<file path="src/sv/polynomial_add_and_multiply_defines.svh">
// Assertion macros for the polynomial add and multiply block.
// Used by the RTL files that check their own logic; no other dependencies.
`ifndef POLYNOMIAL_ADD_AND_MULTIPLY_DEFINES_SVH
`define POLYNOMIAL_ADD_AND_MULTIPLY_DEFINES_SVH

`ifndef SYNTHESIS

// same-cycle implication, checked out of reset
`define PAM_ASSERT_IMP(lbl, ante, cons, msg) \
    lbl: assert property (@(posedge i_clk) disable iff (!i_rst_n) (ante) |-> (cons)) \
        else $error(msg);

// next-cycle implication, checked out of reset
`define PAM_ASSERT_NXT(lbl, ante, cons, msg) \
    lbl: assert property (@(posedge i_clk) disable iff (!i_rst_n) (ante) |=> (cons)) \
        else $error(msg);

`else

`define PAM_ASSERT_IMP(lbl, ante, cons, msg)
`define PAM_ASSERT_NXT(lbl, ante, cons, msg)

`endif

`endif

</file>
<file path="src/sv/pam_pkg.sv">
// Shared types and constants of the polynomial add and multiply block.
// No dependencies; used by the sequencer and the top level.
package pam_pkg;

    localparam int MAX_LEN_DEF = 16;

    localparam int LEN_W  = 5;
    localparam int CMD_W  = 2;
    localparam int IDX_W  = 4;
    localparam int COEF_W = 16;
    localparam int RIDX_W = 5;
    localparam int VAL_W  = 40;
    localparam int TERM_W = 32;

    localparam logic [CMD_W-1:0] CMD_LOAD_FIRST  = 2'd0;
    localparam logic [CMD_W-1:0] CMD_LOAD_SECOND = 2'd1;
    localparam logic [CMD_W-1:0] CMD_COMPUTE     = 2'd2;

    localparam logic KIND_SUM  = 1'b0;
    localparam logic KIND_PROD = 1'b1;

    localparam logic CFG_LEN_FIRST  = 1'b0;
    localparam logic CFG_LEN_SECOND = 1'b1;

    typedef enum logic [1:0] {
        ST_IDLE,
        ST_SUM,
        ST_CONV
    } t_state;

    // control that travels with each memory read down the datapath
    typedef struct packed {
        logic              valid;
        logic              kind;
        logic              use_a;
        logic              use_b;
        logic              first;
        logic              last_term;
        logic              last_run;
        logic [RIDX_W-1:0] ridx;
    } t_tag;

endpackage

</file>
<file path="src/sv/polynomial_add_and_multiply.sv">
// Polynomial add and multiply: top level with config, coefficient RAMs,
// MAC datapath and output register. Depends on pam_pkg, pam_ram, pam_seq.
//
// Loads are accepted back to back and go straight into one of two coefficient
// RAMs (one write and one read port each). A compute item with lengths n1
// and n2 sends max(n1,n2) sum reads and n1*n2 product reads through the
// pipeline, which holds while the output is stalled: the sequencer
// issues one read pair per cycle to the two RAMs while not stalled, and a single 16x16
// multiplier takes one product per cycle into a 40-bit accumulator. The
// input is not ready from the compute item until its last read has left
// the pipeline; a finished result may still wait in the output register.
`include "polynomial_add_and_multiply_defines.svh"

module polynomial_add_and_multiply #(
    parameter int MAX_LEN = pam_pkg::MAX_LEN_DEF
) (
    input  logic        i_clk,
    input  logic        i_rst_n,
    // configuration write port
    input  logic        i_cfg_we,
    input  logic        i_cfg_idx,
    input  logic [4:0]  i_cfg_data,
    // input items
    input  logic        i_s_axis_tvalid,
    output logic        o_s_axis_tready,
    input  logic [23:0] i_s_axis_tdata,  // coef_index[3:0], coef_value[19:4], zero
    input  logic [1:0]  i_s_axis_tuser,  // cmd[1:0]
    // result items
    output logic        o_m_axis_tvalid,
    input  logic        i_m_axis_tready,
    output logic [47:0] o_m_axis_tdata,  // result_index[4:0], result_value[44:5], zero
    output logic        o_m_axis_tuser,  // kind[0]
    output logic        o_m_axis_tlast   // last
);

    localparam int AW     = (MAX_LEN > 1) ? $clog2(MAX_LEN) : 1;
    localparam int CW_    = pam_pkg::COEF_W;
    localparam int TW     = pam_pkg::TERM_W;
    localparam int VW     = pam_pkg::VAL_W;
    localparam int RW     = pam_pkg::RIDX_W;
    localparam int IW     = pam_pkg::IDX_W;

    // configuration
    logic [pam_pkg::LEN_W-1:0] r_len_first, r_len_second;

    always_ff @(posedge i_clk) begin
        if (!i_rst_n) begin
            r_len_first  <= pam_pkg::LEN_W'(1);
            r_len_second <= pam_pkg::LEN_W'(1);
        end else if (i_cfg_we) begin
            if (i_cfg_idx == pam_pkg::CFG_LEN_FIRST) begin
                r_len_first <= i_cfg_data;
            end else begin
                r_len_second <= i_cfg_data;
            end
        end
    end

    // input decode
    logic [pam_pkg::CMD_W-1:0] in_cmd;
    logic [IW-1:0]             in_idx;
    logic [CW_-1:0]            in_val;
    logic [AW+IW-1:0]          idx_ext;
    logic                      in_accept, idx_ok, we_a, we_b, start;
    logic                      seq_idle, en;

    pam_pkg::t_tag seq_tag;
    pam_pkg::t_tag r_s1, r_s2;
    logic [AW-1:0] addr_a, addr_b;
    logic [CW_-1:0] rd_a, rd_b;

    assign in_cmd  = i_s_axis_tuser;
    assign in_idx  = i_s_axis_tdata[IW-1:0];
    assign in_val  = i_s_axis_tdata[IW+CW_-1:IW];
    assign idx_ext = {{AW{1'b0}}, in_idx};

    assign o_s_axis_tready = seq_idle && !r_s1.valid && !r_s2.valid;
    assign in_accept       = i_s_axis_tvalid && o_s_axis_tready;

    always_comb begin
        idx_ok = (int'(in_idx) < MAX_LEN);
        we_a   = in_accept && idx_ok && (in_cmd == pam_pkg::CMD_LOAD_FIRST);
        we_b   = in_accept && idx_ok && (in_cmd == pam_pkg::CMD_LOAD_SECOND);
        start  = in_accept && (in_cmd == pam_pkg::CMD_COMPUTE);
    end

    // advance the whole pipeline only while the output register can take an item
    assign en = !o_m_axis_tvalid || i_m_axis_tready;

    pam_seq #(
        .MAX_LEN(MAX_LEN)
    ) u_seq (
        .i_clk        (i_clk),
        .i_rst_n      (i_rst_n),
        .i_start      (start),
        .i_en         (en),
        .i_len_first  (r_len_first),
        .i_len_second (r_len_second),
        .o_idle       (seq_idle),
        .o_tag        (seq_tag),
        .o_addr_a     (addr_a),
        .o_addr_b     (addr_b)
    );

    pam_ram #(
        .WIDTH(CW_),
        .DEPTH(MAX_LEN)
    ) u_ram_first (
        .i_clk   (i_clk),
        .i_we    (we_a),
        .i_waddr (idx_ext[AW-1:0]),
        .i_wdata (in_val),
        .i_re    (en),
        .i_raddr (addr_a),
        .o_rdata (rd_a)
    );

    pam_ram #(
        .WIDTH(CW_),
        .DEPTH(MAX_LEN)
    ) u_ram_second (
        .i_clk   (i_clk),
        .i_we    (we_b),
        .i_waddr (idx_ext[AW-1:0]),
        .i_wdata (in_val),
        .i_re    (en),
        .i_raddr (addr_b),
        .o_rdata (rd_b)
    );

    // stage 2: sum or product term
    logic signed [CW_-1:0] a_m, b_m;
    logic signed [TW-1:0]  term, r_term;

    always_comb begin
        a_m = r_s1.use_a ? $signed(rd_a) : '0;
        b_m = r_s1.use_b ? $signed(rd_b) : '0;
        if (r_s1.kind == pam_pkg::KIND_SUM) begin
            term = TW'(a_m) + TW'(b_m);
        end else begin
            term = TW'(a_m) * TW'(b_m);
        end
    end

    // stage 3: accumulate, load output register on the last term
    logic signed [VW-1:0] r_acc, acc_sum;
    logic [RW-1:0]        r_out_idx;
    logic [VW-1:0]        r_out_val;
    logic                 r_out_valid, r_out_kind, r_out_last;

    assign acc_sum = (r_s2.first ? '0 : r_acc) + VW'(r_term);

    always_ff @(posedge i_clk) begin
        if (!i_rst_n) begin
            r_s1        <= '0;
            r_s2        <= '0;
            r_out_valid <= 1'b0;
        end else if (en) begin
            r_s1        <= seq_tag;
            r_s2        <= r_s1;
            r_out_valid <= r_s2.valid && r_s2.last_term;
        end
    end

    always_ff @(posedge i_clk) begin
        if (en) begin
            r_term <= term;
            if (r_s2.valid) begin
                r_acc <= acc_sum;
            end
            if (r_s2.valid && r_s2.last_term) begin
                r_out_idx  <= r_s2.ridx;
                r_out_val  <= acc_sum;
                r_out_kind <= r_s2.kind;
                r_out_last <= r_s2.last_run;
            end
        end
    end

    assign o_m_axis_tvalid = r_out_valid;
    assign o_m_axis_tdata  = {3'b000, r_out_val, r_out_idx};
    assign o_m_axis_tuser  = r_out_kind;
    assign o_m_axis_tlast  = r_out_last;

    `PAM_ASSERT_IMP(a_last_is_prod, o_m_axis_tvalid && o_m_axis_tlast,
                    o_m_axis_tuser == pam_pkg::KIND_PROD, "last marks a sum item")
    `PAM_ASSERT_IMP(a_load_when_idle, we_a || we_b,
                    seq_idle && !r_s1.valid && !r_s2.valid, "RAM write during compute")
    `PAM_ASSERT_NXT(a_term_reaches_out, en && r_s2.valid && r_s2.last_term,
                    o_m_axis_tvalid, "finished term lost")
    `PAM_ASSERT_NXT(a_stall_freezes, o_m_axis_tvalid && !i_m_axis_tready,
                    $stable(r_s1) && $stable(r_s2) && $stable(r_acc),
                    "pipeline moved while stalled")

endmodule

</file>
<file path="src/sv/pam_ram.sv">
// Generic single-write, single-read RAM with registered read data.
// No dependencies.
module pam_ram #(
    parameter int WIDTH = 16,
    parameter int DEPTH = 16
) (
    input  logic                                 i_clk,
    input  logic                                 i_we,
    input  logic [(DEPTH > 1 ? $clog2(DEPTH) : 1)-1:0] i_waddr,
    input  logic [WIDTH-1:0]                     i_wdata,
    input  logic                                 i_re,
    input  logic [(DEPTH > 1 ? $clog2(DEPTH) : 1)-1:0] i_raddr,
    output logic [WIDTH-1:0]                     o_rdata
);

    logic [WIDTH-1:0] r_mem [DEPTH];
    logic [WIDTH-1:0] r_rdata;

    always_ff @(posedge i_clk) begin
        if (i_we) begin
            r_mem[i_waddr] <= i_wdata;
        end
        if (i_re) begin
            r_rdata <= r_mem[i_raddr];
        end
    end

    assign o_rdata = r_rdata;

endmodule

</file>
<file path="src/sv/pam_seq.sv">
// Read sequencer: walks the sum pass and the convolution terms and issues
// one memory read pair with its tag per advance. Depends on pam_pkg.
module pam_seq #(
    parameter int MAX_LEN = pam_pkg::MAX_LEN_DEF
) (
    input  logic                                     i_clk,
    input  logic                                     i_rst_n,
    input  logic                                     i_start,
    input  logic                                     i_en,
    input  logic [pam_pkg::LEN_W-1:0]                i_len_first,
    input  logic [pam_pkg::LEN_W-1:0]                i_len_second,
    output logic                                     o_idle,
    output pam_pkg::t_tag                            o_tag,
    output logic [(MAX_LEN > 1 ? $clog2(MAX_LEN) : 1)-1:0] o_addr_a,
    output logic [(MAX_LEN > 1 ? $clog2(MAX_LEN) : 1)-1:0] o_addr_b
);

    localparam int AW = (MAX_LEN > 1) ? $clog2(MAX_LEN) : 1;
    localparam int CW = $clog2(2 * MAX_LEN);
    localparam int LW = pam_pkg::LEN_W;
    localparam int RW = pam_pkg::RIDX_W;

    pam_pkg::t_state r_state, n_state;
    logic [CW-1:0]   r_i, n_i;
    logic [CW-1:0]   r_j, n_j;

    logic [LW-1:0]   len1, len2;
    logic [CW-1:0]   n1, n2, nmax, n3;
    logic [CW-1:0]   jhi, jlo_cur, jlo_nxt, ip1, bidx;
    logic [CW+RW-1:0] i_ext;
    logic            term_end, run_end;

    // clamp lengths to 1..MAX_LEN
    always_comb begin
        len1 = i_len_first;
        len2 = i_len_second;
        if (i_len_first == '0) begin
            len1 = LW'(1);
        end else if (i_len_first > LW'(MAX_LEN)) begin
            len1 = LW'(MAX_LEN);
        end
        if (i_len_second == '0) begin
            len2 = LW'(1);
        end else if (i_len_second > LW'(MAX_LEN)) begin
            len2 = LW'(MAX_LEN);
        end
        n1   = CW'(len1);
        n2   = CW'(len2);
        nmax = (n1 > n2) ? n1 : n2;
        n3   = n1 + n2 - CW'(1);
    end

    // term range of output i: j from max(0, i-n2+1) to min(i, n1-1)
    always_comb begin
        ip1      = r_i + CW'(1);
        jhi      = (r_i < n1) ? r_i : n1 - CW'(1);
        jlo_cur  = (r_i >= n2) ? r_i - n2 + CW'(1) : '0;
        jlo_nxt  = (ip1 >= n2) ? ip1 - n2 + CW'(1) : '0;
        term_end = (r_j == jhi);
        run_end  = term_end && (r_i == n3 - CW'(1));
    end

    // next state
    always_comb begin
        n_state = r_state;
        n_i     = r_i;
        n_j     = r_j;
        unique case (r_state)
            pam_pkg::ST_IDLE: begin
                if (i_start) begin
                    n_state = pam_pkg::ST_SUM;
                    n_i     = '0;
                    n_j     = '0;
                end
            end
            pam_pkg::ST_SUM: begin
                if (i_en) begin
                    if (r_i == nmax - CW'(1)) begin
                        n_state = pam_pkg::ST_CONV;
                        n_i     = '0;
                        n_j     = '0;
                    end else begin
                        n_i = ip1;
                    end
                end
            end
            pam_pkg::ST_CONV: begin
                if (i_en) begin
                    if (run_end) begin
                        n_state = pam_pkg::ST_IDLE;
                    end else if (term_end) begin
                        n_i = ip1;
                        n_j = jlo_nxt;
                    end else begin
                        n_j = r_j + CW'(1);
                    end
                end
            end
            default: n_state = pam_pkg::ST_IDLE;
        endcase
    end

    // outputs
    always_comb begin
        i_ext          = {{RW{1'b0}}, r_i};
        bidx           = r_i - r_j;
        o_idle         = (r_state == pam_pkg::ST_IDLE);
        o_tag          = '0;
        o_tag.ridx     = i_ext[RW-1:0];
        o_addr_a       = r_j[AW-1:0];
        o_addr_b       = bidx[AW-1:0];
        unique case (r_state)
            pam_pkg::ST_IDLE: begin
                o_tag.valid = 1'b0;
            end
            pam_pkg::ST_SUM: begin
                o_addr_a        = r_i[AW-1:0];
                o_addr_b        = r_i[AW-1:0];
                o_tag.valid     = 1'b1;
                o_tag.kind      = pam_pkg::KIND_SUM;
                o_tag.use_a     = (r_i < n1);
                o_tag.use_b     = (r_i < n2);
                o_tag.first     = 1'b1;
                o_tag.last_term = 1'b1;
                o_tag.last_run  = 1'b0;
            end
            pam_pkg::ST_CONV: begin
                o_tag.valid     = 1'b1;
                o_tag.kind      = pam_pkg::KIND_PROD;
                o_tag.use_a     = 1'b1;
                o_tag.use_b     = 1'b1;
                o_tag.first     = (r_j == jlo_cur);
                o_tag.last_term = term_end;
                o_tag.last_run  = run_end;
            end
            default: o_tag.valid = 1'b0;
        endcase
    end

    always_ff @(posedge i_clk) begin
        if (!i_rst_n) begin
            r_state <= pam_pkg::ST_IDLE;
            r_i     <= '0;
            r_j     <= '0;
        end else begin
            r_state <= n_state;
            r_i     <= n_i;
            r_j     <= n_j;
        end
    end

endmodule
</file>
<file path="config.mk">
export PLATFORM = sky130hd
export DESIGN_NAME = polynomial_add_and_multiply
export DESIGN_NICKNAME = d
export VERILOG_FILES = /design/src/sv/pam_pkg.sv /design/src/sv/polynomial_add_and_multiply.sv /design/src/sv/pam_ram.sv /design/src/sv/pam_seq.sv
export VERILOG_INCLUDE_DIRS = /design/src /design/src/sv
export SDC_FILE = /design/constraint.sdc
export NUM_CORES = 2
export LEC_CHECK = 0
export ABC_AREA = 1
export BUFFER_PORTS_ARGS = -buffer_cell sky130_fd_sc_hd__clkbuf_2
export CAP_MARGIN = 20
export CORE_MARGIN = 5
export CORE_UTILIZATION = 35
export DETAILED_ROUTE_END_ITERATION = 10
export PLACE_DENSITY_LB_ADDON = 0.08
export SYNTH_ARGS = -nofsm -noshare
export SYNTH_HDL_FRONTEND = slang
export SYNTH_SLANG_ARGS = --single-unit
</file>
<file path="constraint.sdc">
create_clock -name i_clk -period 6.8 [get_ports i_clk]
set_input_delay 0.34 -clock i_clk [delete_from_list [all_inputs] [get_ports i_clk]]
set_output_delay 0.34 -clock i_clk [all_outputs]
set_load 0.05 [all_outputs]
</file>
# ---- Yosys cells after proc, flatten, opt, wreduce, memory -nomap -nowiden
# Memories as Yosys holds them, arrays and structs flattened. A register that Yosys moved wholly into a read port is not among the register bits.
# Index checks and enable logic that the tools add are counted.
dict set report classes {
  addsub 14
  mul 1
  magnitude_cmp 7
  n_eq_ne 15
  mux 39
  n_bitwise 1
  reduce_logical 25
}
# cell count
set op_table {}
lappend op_table {{$mux W5} 19}
lappend op_table {{$add A40 B40 Y40} 1}
lappend op_table {{$mux W40} 1}
lappend op_table {{$mul A16 B16 Y32} 1}
lappend op_table {{$mux W16} 2}
lappend op_table {{$mux W32} 1}
lappend op_table {{$pmux W5 S3} 2}
lappend op_table {{$add A5 B1 Y5 const B} 4}
lappend op_table {{$eq A5 B5 Y1} 4}
lappend op_table {{$sub A5 B1 Y5 const B} 4}
lappend op_table {{$add A16 B16 Y17} 1}
lappend op_table {{$pmux W6 S2} 1}
lappend op_table {{$reduce_and A6 Y1} 2}
lappend op_table {{$ge A5 B5 Y1} 2}
lappend op_table {{$gt A5 B5 Y1 const B} 2}
lappend op_table {{$logic_not A5 Y1} 2}
lappend op_table {{$lt A5 B5 Y1} 2}
lappend op_table {{$mux W2} 5}
lappend op_table {{$sub A5 B5 Y5} 2}
lappend op_table {{$logic_and A1 B1 Y1} 8}
lappend op_table {{$mux W4} 2}
lappend op_table {{$ne A2 B2 Y1 const B} 4}
lappend op_table {{$reduce_and A2 Y1} 4}
lappend op_table {{$ne A2 B1 Y1 const B} 3}
lappend op_table {{other kinds (14)} 23}
dict set report word_totals {
  regBits 164
  ram_bits 512
  input_bits 37
  out_inout_bits 52
  word_cells 130
  n_memories 2
}
# name depth word_bits read_ports rd_ports_with_merged_regs write_ports line
set memory_table {}
lappend memory_table {u_ram_first.r_mem 16 16 1 1 1 pam_ram.sv:16} ;# logic [WIDTH-1:0] r_mem [DEPTH];
lappend memory_table {u_ram_second.r_mem 16 16 1 1 1 pam_ram.sv:16}

# ---- Logic depth before layout (Yosys ltp)
dict set report depth {
  ltp_word 11
  ltp_mapped 31
  depth_no_buf 29
}

# ---- Modules after synthesis
# Synthesis repeated with hierarchy kept, for this count alone.
dict set report unflattened {
  cells_unflattened 5047
  area_unflattened_um2 45078.2
}
# module instances cells_each area_each_um2 seq_area_each_um2
set modules_own_cells {}
lappend modules_own_cells {polynomial_add_and_multiply 1 2456 19194.7 4234.1}
lappend modules_own_cells {{pam_ram at u_ram_first} 1 1076 11546.1 8167.8}
lappend modules_own_cells {{pam_ram at u_ram_second} 1 1074 11541.1 8167.8}
lappend modules_own_cells {pam_seq 1 441 2796.4 240.2}

# ---- Least setup slack after synthesis
# OpenSTA, ideal clock, no wires.
dict set report synth_timing {
  path_kind {register to register}
  from {register r_s1[8] (netlist name)}
  to {register r_term[28], data pin}
  setup_ps 258
  t_arrival_ps 6000
  t_required_ps 6542
  setup_slack_ps 542
  path_stages_with_launch 27
  path_buffers 2
  period_less_slack_ps 6258
  cell_sequence {dfxtp_1 clkbuf_1 clkbuf_1 nand2_1 nor2_1 fa_1 fa_1 fa_1 fa_1 fa_1 inv_1 fa_1 inv_1 ha_1 nand2_1 nor2_1 inv_1 nor2_1 nand3_1 nand3_1 nand3_1 nand2_1 nand2_1 nand2_1 a21oi_1 o21ai_0 nand2_1}
}
dict set report synth_via {
  elab_chain_cells 3
  word_cells_on_any_way 4
  cone_classes {add/sub (1); mul (1); mux (2)}
}
# element line
set synth_rtl {}
lappend synth_rtl {{from (decl)} polynomial_add_and_multiply.sv:68} ;# pam_pkg::t_tag r_s1, r_s2;
lappend synth_rtl {{from (signal assigned)} polynomial_add_and_multiply.sv:159} ;# r_s1 <= seq_tag;
lappend synth_rtl {{$mux W16 *} polynomial_add_and_multiply.sv:137} ;# b_m = r_s1.use_b ? $signed(rd_b) : '0;
lappend synth_rtl {{$mul A16 B16 Y32 / $add A16 B16 Y17 (equally long branches)} {polynomial_add_and_multiply.sv:141, polynomial_add_and_multiply.sv:139}}
lappend synth_rtl {{$mux W32 *} polynomial_add_and_multiply.sv:138} ;# if (r_s1.kind == pam_pkg::KIND_SUM) begin
lappend synth_rtl {{via term[28]} polynomial_add_and_multiply.sv:133} ;# logic signed [TW-1:0] term, r_term;
lappend synth_rtl {{to (signal assigned)} polynomial_add_and_multiply.sv:167} ;# r_term <= term;
lappend synth_rtl {{to (decl)} polynomial_add_and_multiply.sv:133}
# Mark *: on every way through the listed nets, which the timed path passes. The rest lies on a longest branch.
# A chain may end at the register's enable or synchronous reset.

# ---- Worst setup path in the final report
dict set report layout_timing {
  from {register r_s1[9] (netlist name)}
  to {register r_term[22], data pin}
}
dict set report layout_via {
  elab_chain_cells 3
  word_cells_on_any_way 4
  cone_classes {add/sub (1); mul (1); mux (2)}
}
# element line
set layout_rtl {}
lappend layout_rtl {{$mux W16 *} polynomial_add_and_multiply.sv:136} ;# a_m = r_s1.use_a ? $signed(rd_a) : '0;
lappend layout_rtl {{$mul A16 B16 Y32 / $add A16 B16 Y17 (equally long branches)} {polynomial_add_and_multiply.sv:141, polynomial_add_and_multiply.sv:139}}
lappend layout_rtl {{$mux W32 *} polynomial_add_and_multiply.sv:138}
lappend layout_rtl {{via term[22]} polynomial_add_and_multiply.sv:133}
# Marks and branches as above.

==> results.toml <==
[setup_path]
r2r_slack_ns = 0.39
timing.critical_path.max_delay_family = "adder cells"
critPathMaxStageDelay_ns = 0.58
cp-end-kind = "flop"
crit_cells = 25
crit_path_end = "r_term[22]"
critPathKind = "reg -> reg"
crit_required_ns = 7.20
cp-start-kind = "flop"
path_buf_inv = 7
reg2reg_depth = 25
worst_path_max_delay_cell = "fa_1"
reg2reg_to = "r_term[22]"
crit_fanout = 16
critical_path_arrival_ns = 6.82
crit_top_cell = "fa_1"
r2r-start = "r_s1[9]"
crit_start = "r_s1[9]"

[drt]
wl_mm = 118.5
dr.pass1.iters = 7
vias_per_cell = 4.780
num_vias = 28530
drtAntennaViolNets = 0
dr.first_iter.drc_count = 1708
drc = 0
wl_per_cell_um = 19.85

[sta]
relSlewSlack_pct = 28.90
min_period_ns = 6.413
min_period_over_period_pct = 94.31
slew_violations = 0
setup_viol = 0
clock_skew_ns = 0.04096
tns_ns = 0
hold_ws_ns = 0.09156
fmax_mhz = 155.9
hold_violations = 0
worst_pin_slew_ns = 1.065
rsz0062_at_grt = "no"

[worst_hold_path]
min_from = "i_cfg_we"
hp-class = "in -> reg"

[global_routing]
grt_util_all_layers_pct = 18.65
grt_overflow = 0
grt_max_degree = 166
grt_pass1_vias = 28950
antenna_found_initial = 2
grt_pass1_wl_mm = 180.2

[floorplan]
core_area_um2 = 119800
row_count = 127
fp.dieArea_um2 = 127600
die_y_um = 357.1
die_w_um = 357.1
initial_core_util_pct = 35.20
io_pins = 89

[final_layout]
nNetsFinal = 4783
area_delta_synth_final_pct = 14.03
fillers = 11940
drive_above_1_share_pct = 9.139

[clock_network]
cts_tree = "done"
cts_buffers = 84
clkTransAtPathRegs_ns = 0.06
clock-sinks = 708
cts-root-buf = "clkbuf_16"
postCtsSetupRepairBufs = 0
cts.path.max_buffers = 3
cts_htree_levels = 3
clock_latency_ns = 0.70

[synth]
synth_top_family_by_area = "adder cells"
synth_mux_area_share_pct = 0.7594
ys.flop_type = "edfxtp_1"
yosysTopAreaCell = "edfxtp_1"
synth.top_cell.area_share_pct = 47.20
avgSynthCellArea_um2 = 10.23
ys_top_cells_by_count = "edfxtp_1 (663), inv_1 (630), nand2_1 (609)"
synth_compound_area_share_pct = 9.997
synthTopCellsByArea = "edfxtp_1 (47%), fa_1 (13%), inv_1 (5.6%), ha_1 (5.5%), nand2_1 (5.4%)"
ys_ff_latch = 708
synthSimpleGateAreaFrac_pct = 12.43
syn_inst = 4123
synth_async_sr_flop_share_pct = 0
yosysSeqAreaShare_pct = 49.34
synth.distinct_cells = 56
synth_area_um2 = 42180
synth_edf_count = 663
synthAdderAreaFrac_pct = 18.38
synth_xor_area_share_pct = 1.807
synth.most_common_cell = "edfxtp_1"
synth_warnings = 0

[job]
maxCapViolCount = 0

[place]
port_buffers = 81
hpwl_mm = 82.32
place_congestion = 0.9120

[power_and_ir_drop]
p_per_area_nw_per_um2 = 349.3
power_leakage_uw = 0.02026
fin_total_pwr_uw = 16800
peakVddDrop_uv = 456.7

[status]
status = "complete, no violations"
per-layer routing:
metal | vias to the layer above | share of wire [%] | GRT usage [%]
met4 | 2 | 3.5 | 6.096
met1 | 13810 | 47 | 25.46
met3 | 187 | 3.6 | 2.677
met5 | - | 0.0059 | 0
met2 | 481 | 46 | 30.74
li1 | 14050 | - | -
through the flow:
step           instance area [µm²]  utilization (%)  cells  worst slack, ns
3_5_place_dp                 45220            37.74   5808           0.2965
4_1_cts                      48050            40.11   5966           0.2884
6_report                     48090            40.14   5969           0.3872
5_1_grt                      48090            40.14   5967         0.009857
2_1_floorplan                42190                -   4125           0.5422
3_3_place_gp                 45220            37.74   5808           0.3836
cells by family (layout without fill, tap and decap cells):
logic type / count (synthesis) / in the layout
buffers and inverters: 801 / 1031
and+or+nand+nor: 1316 / 1316
muxes: 32 / 32
other: 1 / 5
AOI/OAI and AO/OA: 721 / 721
xor gates and xnor gates: 87 / 87
adders and majority gates: 457 / 457
DFF: 708 / 708
worst reg2reg max path, cell delays in order, from the launching register on:
cell and delay [ns]:
dfxtp_1 0.34, buf_12 0.16, nand2_1 0.13, clkinv_1 0.18, ha_1 0.30, fa_1 0.49, inv_1 0.05, fa_1 0.39
fa_1 0.52, fa_1 0.54, inv_1 0.06, fa_1 0.53, inv_1 0.05, fa_1 0.58, inv_1 0.06, ha_1 0.35
a21oi_1 0.24, o21a_1 0.14, inv_1 0.03, a21oi_1 0.38, o21bai_1 0.21, nand2_1 0.09, nand2_1 0.06, xor2_1 0.15
nand2_1 0.06, nand2_1 0.07
final cells by class:
class                      instances  area (µm²)  share of cell area (%)
sequential                       708       20810                   43.27
multi-input combinational       2616       18420                   38.31
inverter                         652        2450                   5.094
clock buffer                     107        2233                   4.644
tap                             1612        2017                   4.194
timing repair buffer             227        1612                   3.351
clock inverter                    45       544.3                   1.132
antenna                            2       5.005                 0.01041
worst min-delay path by stage:
stage,end,slack [ns],depth (start not counted)
finish,r_len_first[0],0.09,4
global route,r_len_first[0],0.09,4
CTS,r_len_first[0],0.02,4
detailed placement,o_m_axis_tuser,0.41,0
global placement,o_m_axis_tlast,0.42,0
floorplan,o_m_axis_tuser,0.40,0
state kept, by name, indices dropped and copies added (netlist names), 5 cells and up:
register              count
r_term                   32
r_s1                     12
u_ram_first.r_mem       256
r_acc                    40
u_seq.r_i                 5
u_ram_second.o_rdata     16
r_len_first               5
u_ram_first.o_rdata      16
r_s2                     10
r_out_val                40
u_ram_second.r_mem      256
u_seq.r_j                 5
r_len_second              5
r_out_idx                 5
cell usage in the layout, fill, tap and decap left out, types with 36 or more instances in the layout:
cell | synthesis | routed
a21oi_1 | 208 | 205
buf_4 | 7 | 133
clkbuf_16 | 0 | 85
clkbuf_2 | 1 | 81
dfxtp_1 | 45 | 45
edfxtp_1 | 663 | 663
fa_1 | 271 | 270
ha_1 | 186 | 186
inv_1 | 630 | 627
nand2_1 | 609 | 608
nand3_1 | 86 | 86
nor2_1 | 568 | 551
o21ai_0 | 312 | 312
o32ai_1 | 64 | 64
xnor2_1 | 36 | 36
xor2_1 | 51 | 51
timing repair:
item,in CTS,in global routing
setup endpoints to repair,0,3
hold endpoints to repair,10,0
hold buffers,6,0
gates resized for setup,0,3
power by group:
part           internal [µW]  switching, µW  total [µW]  leakage (µW)
logic                   2070           4820        6890        0.0124
clock network           2620           1910        4530       0.00134
registers               5230            153        5390       0.00649
No activity file was read; power rests on OpenSTA's default activity.
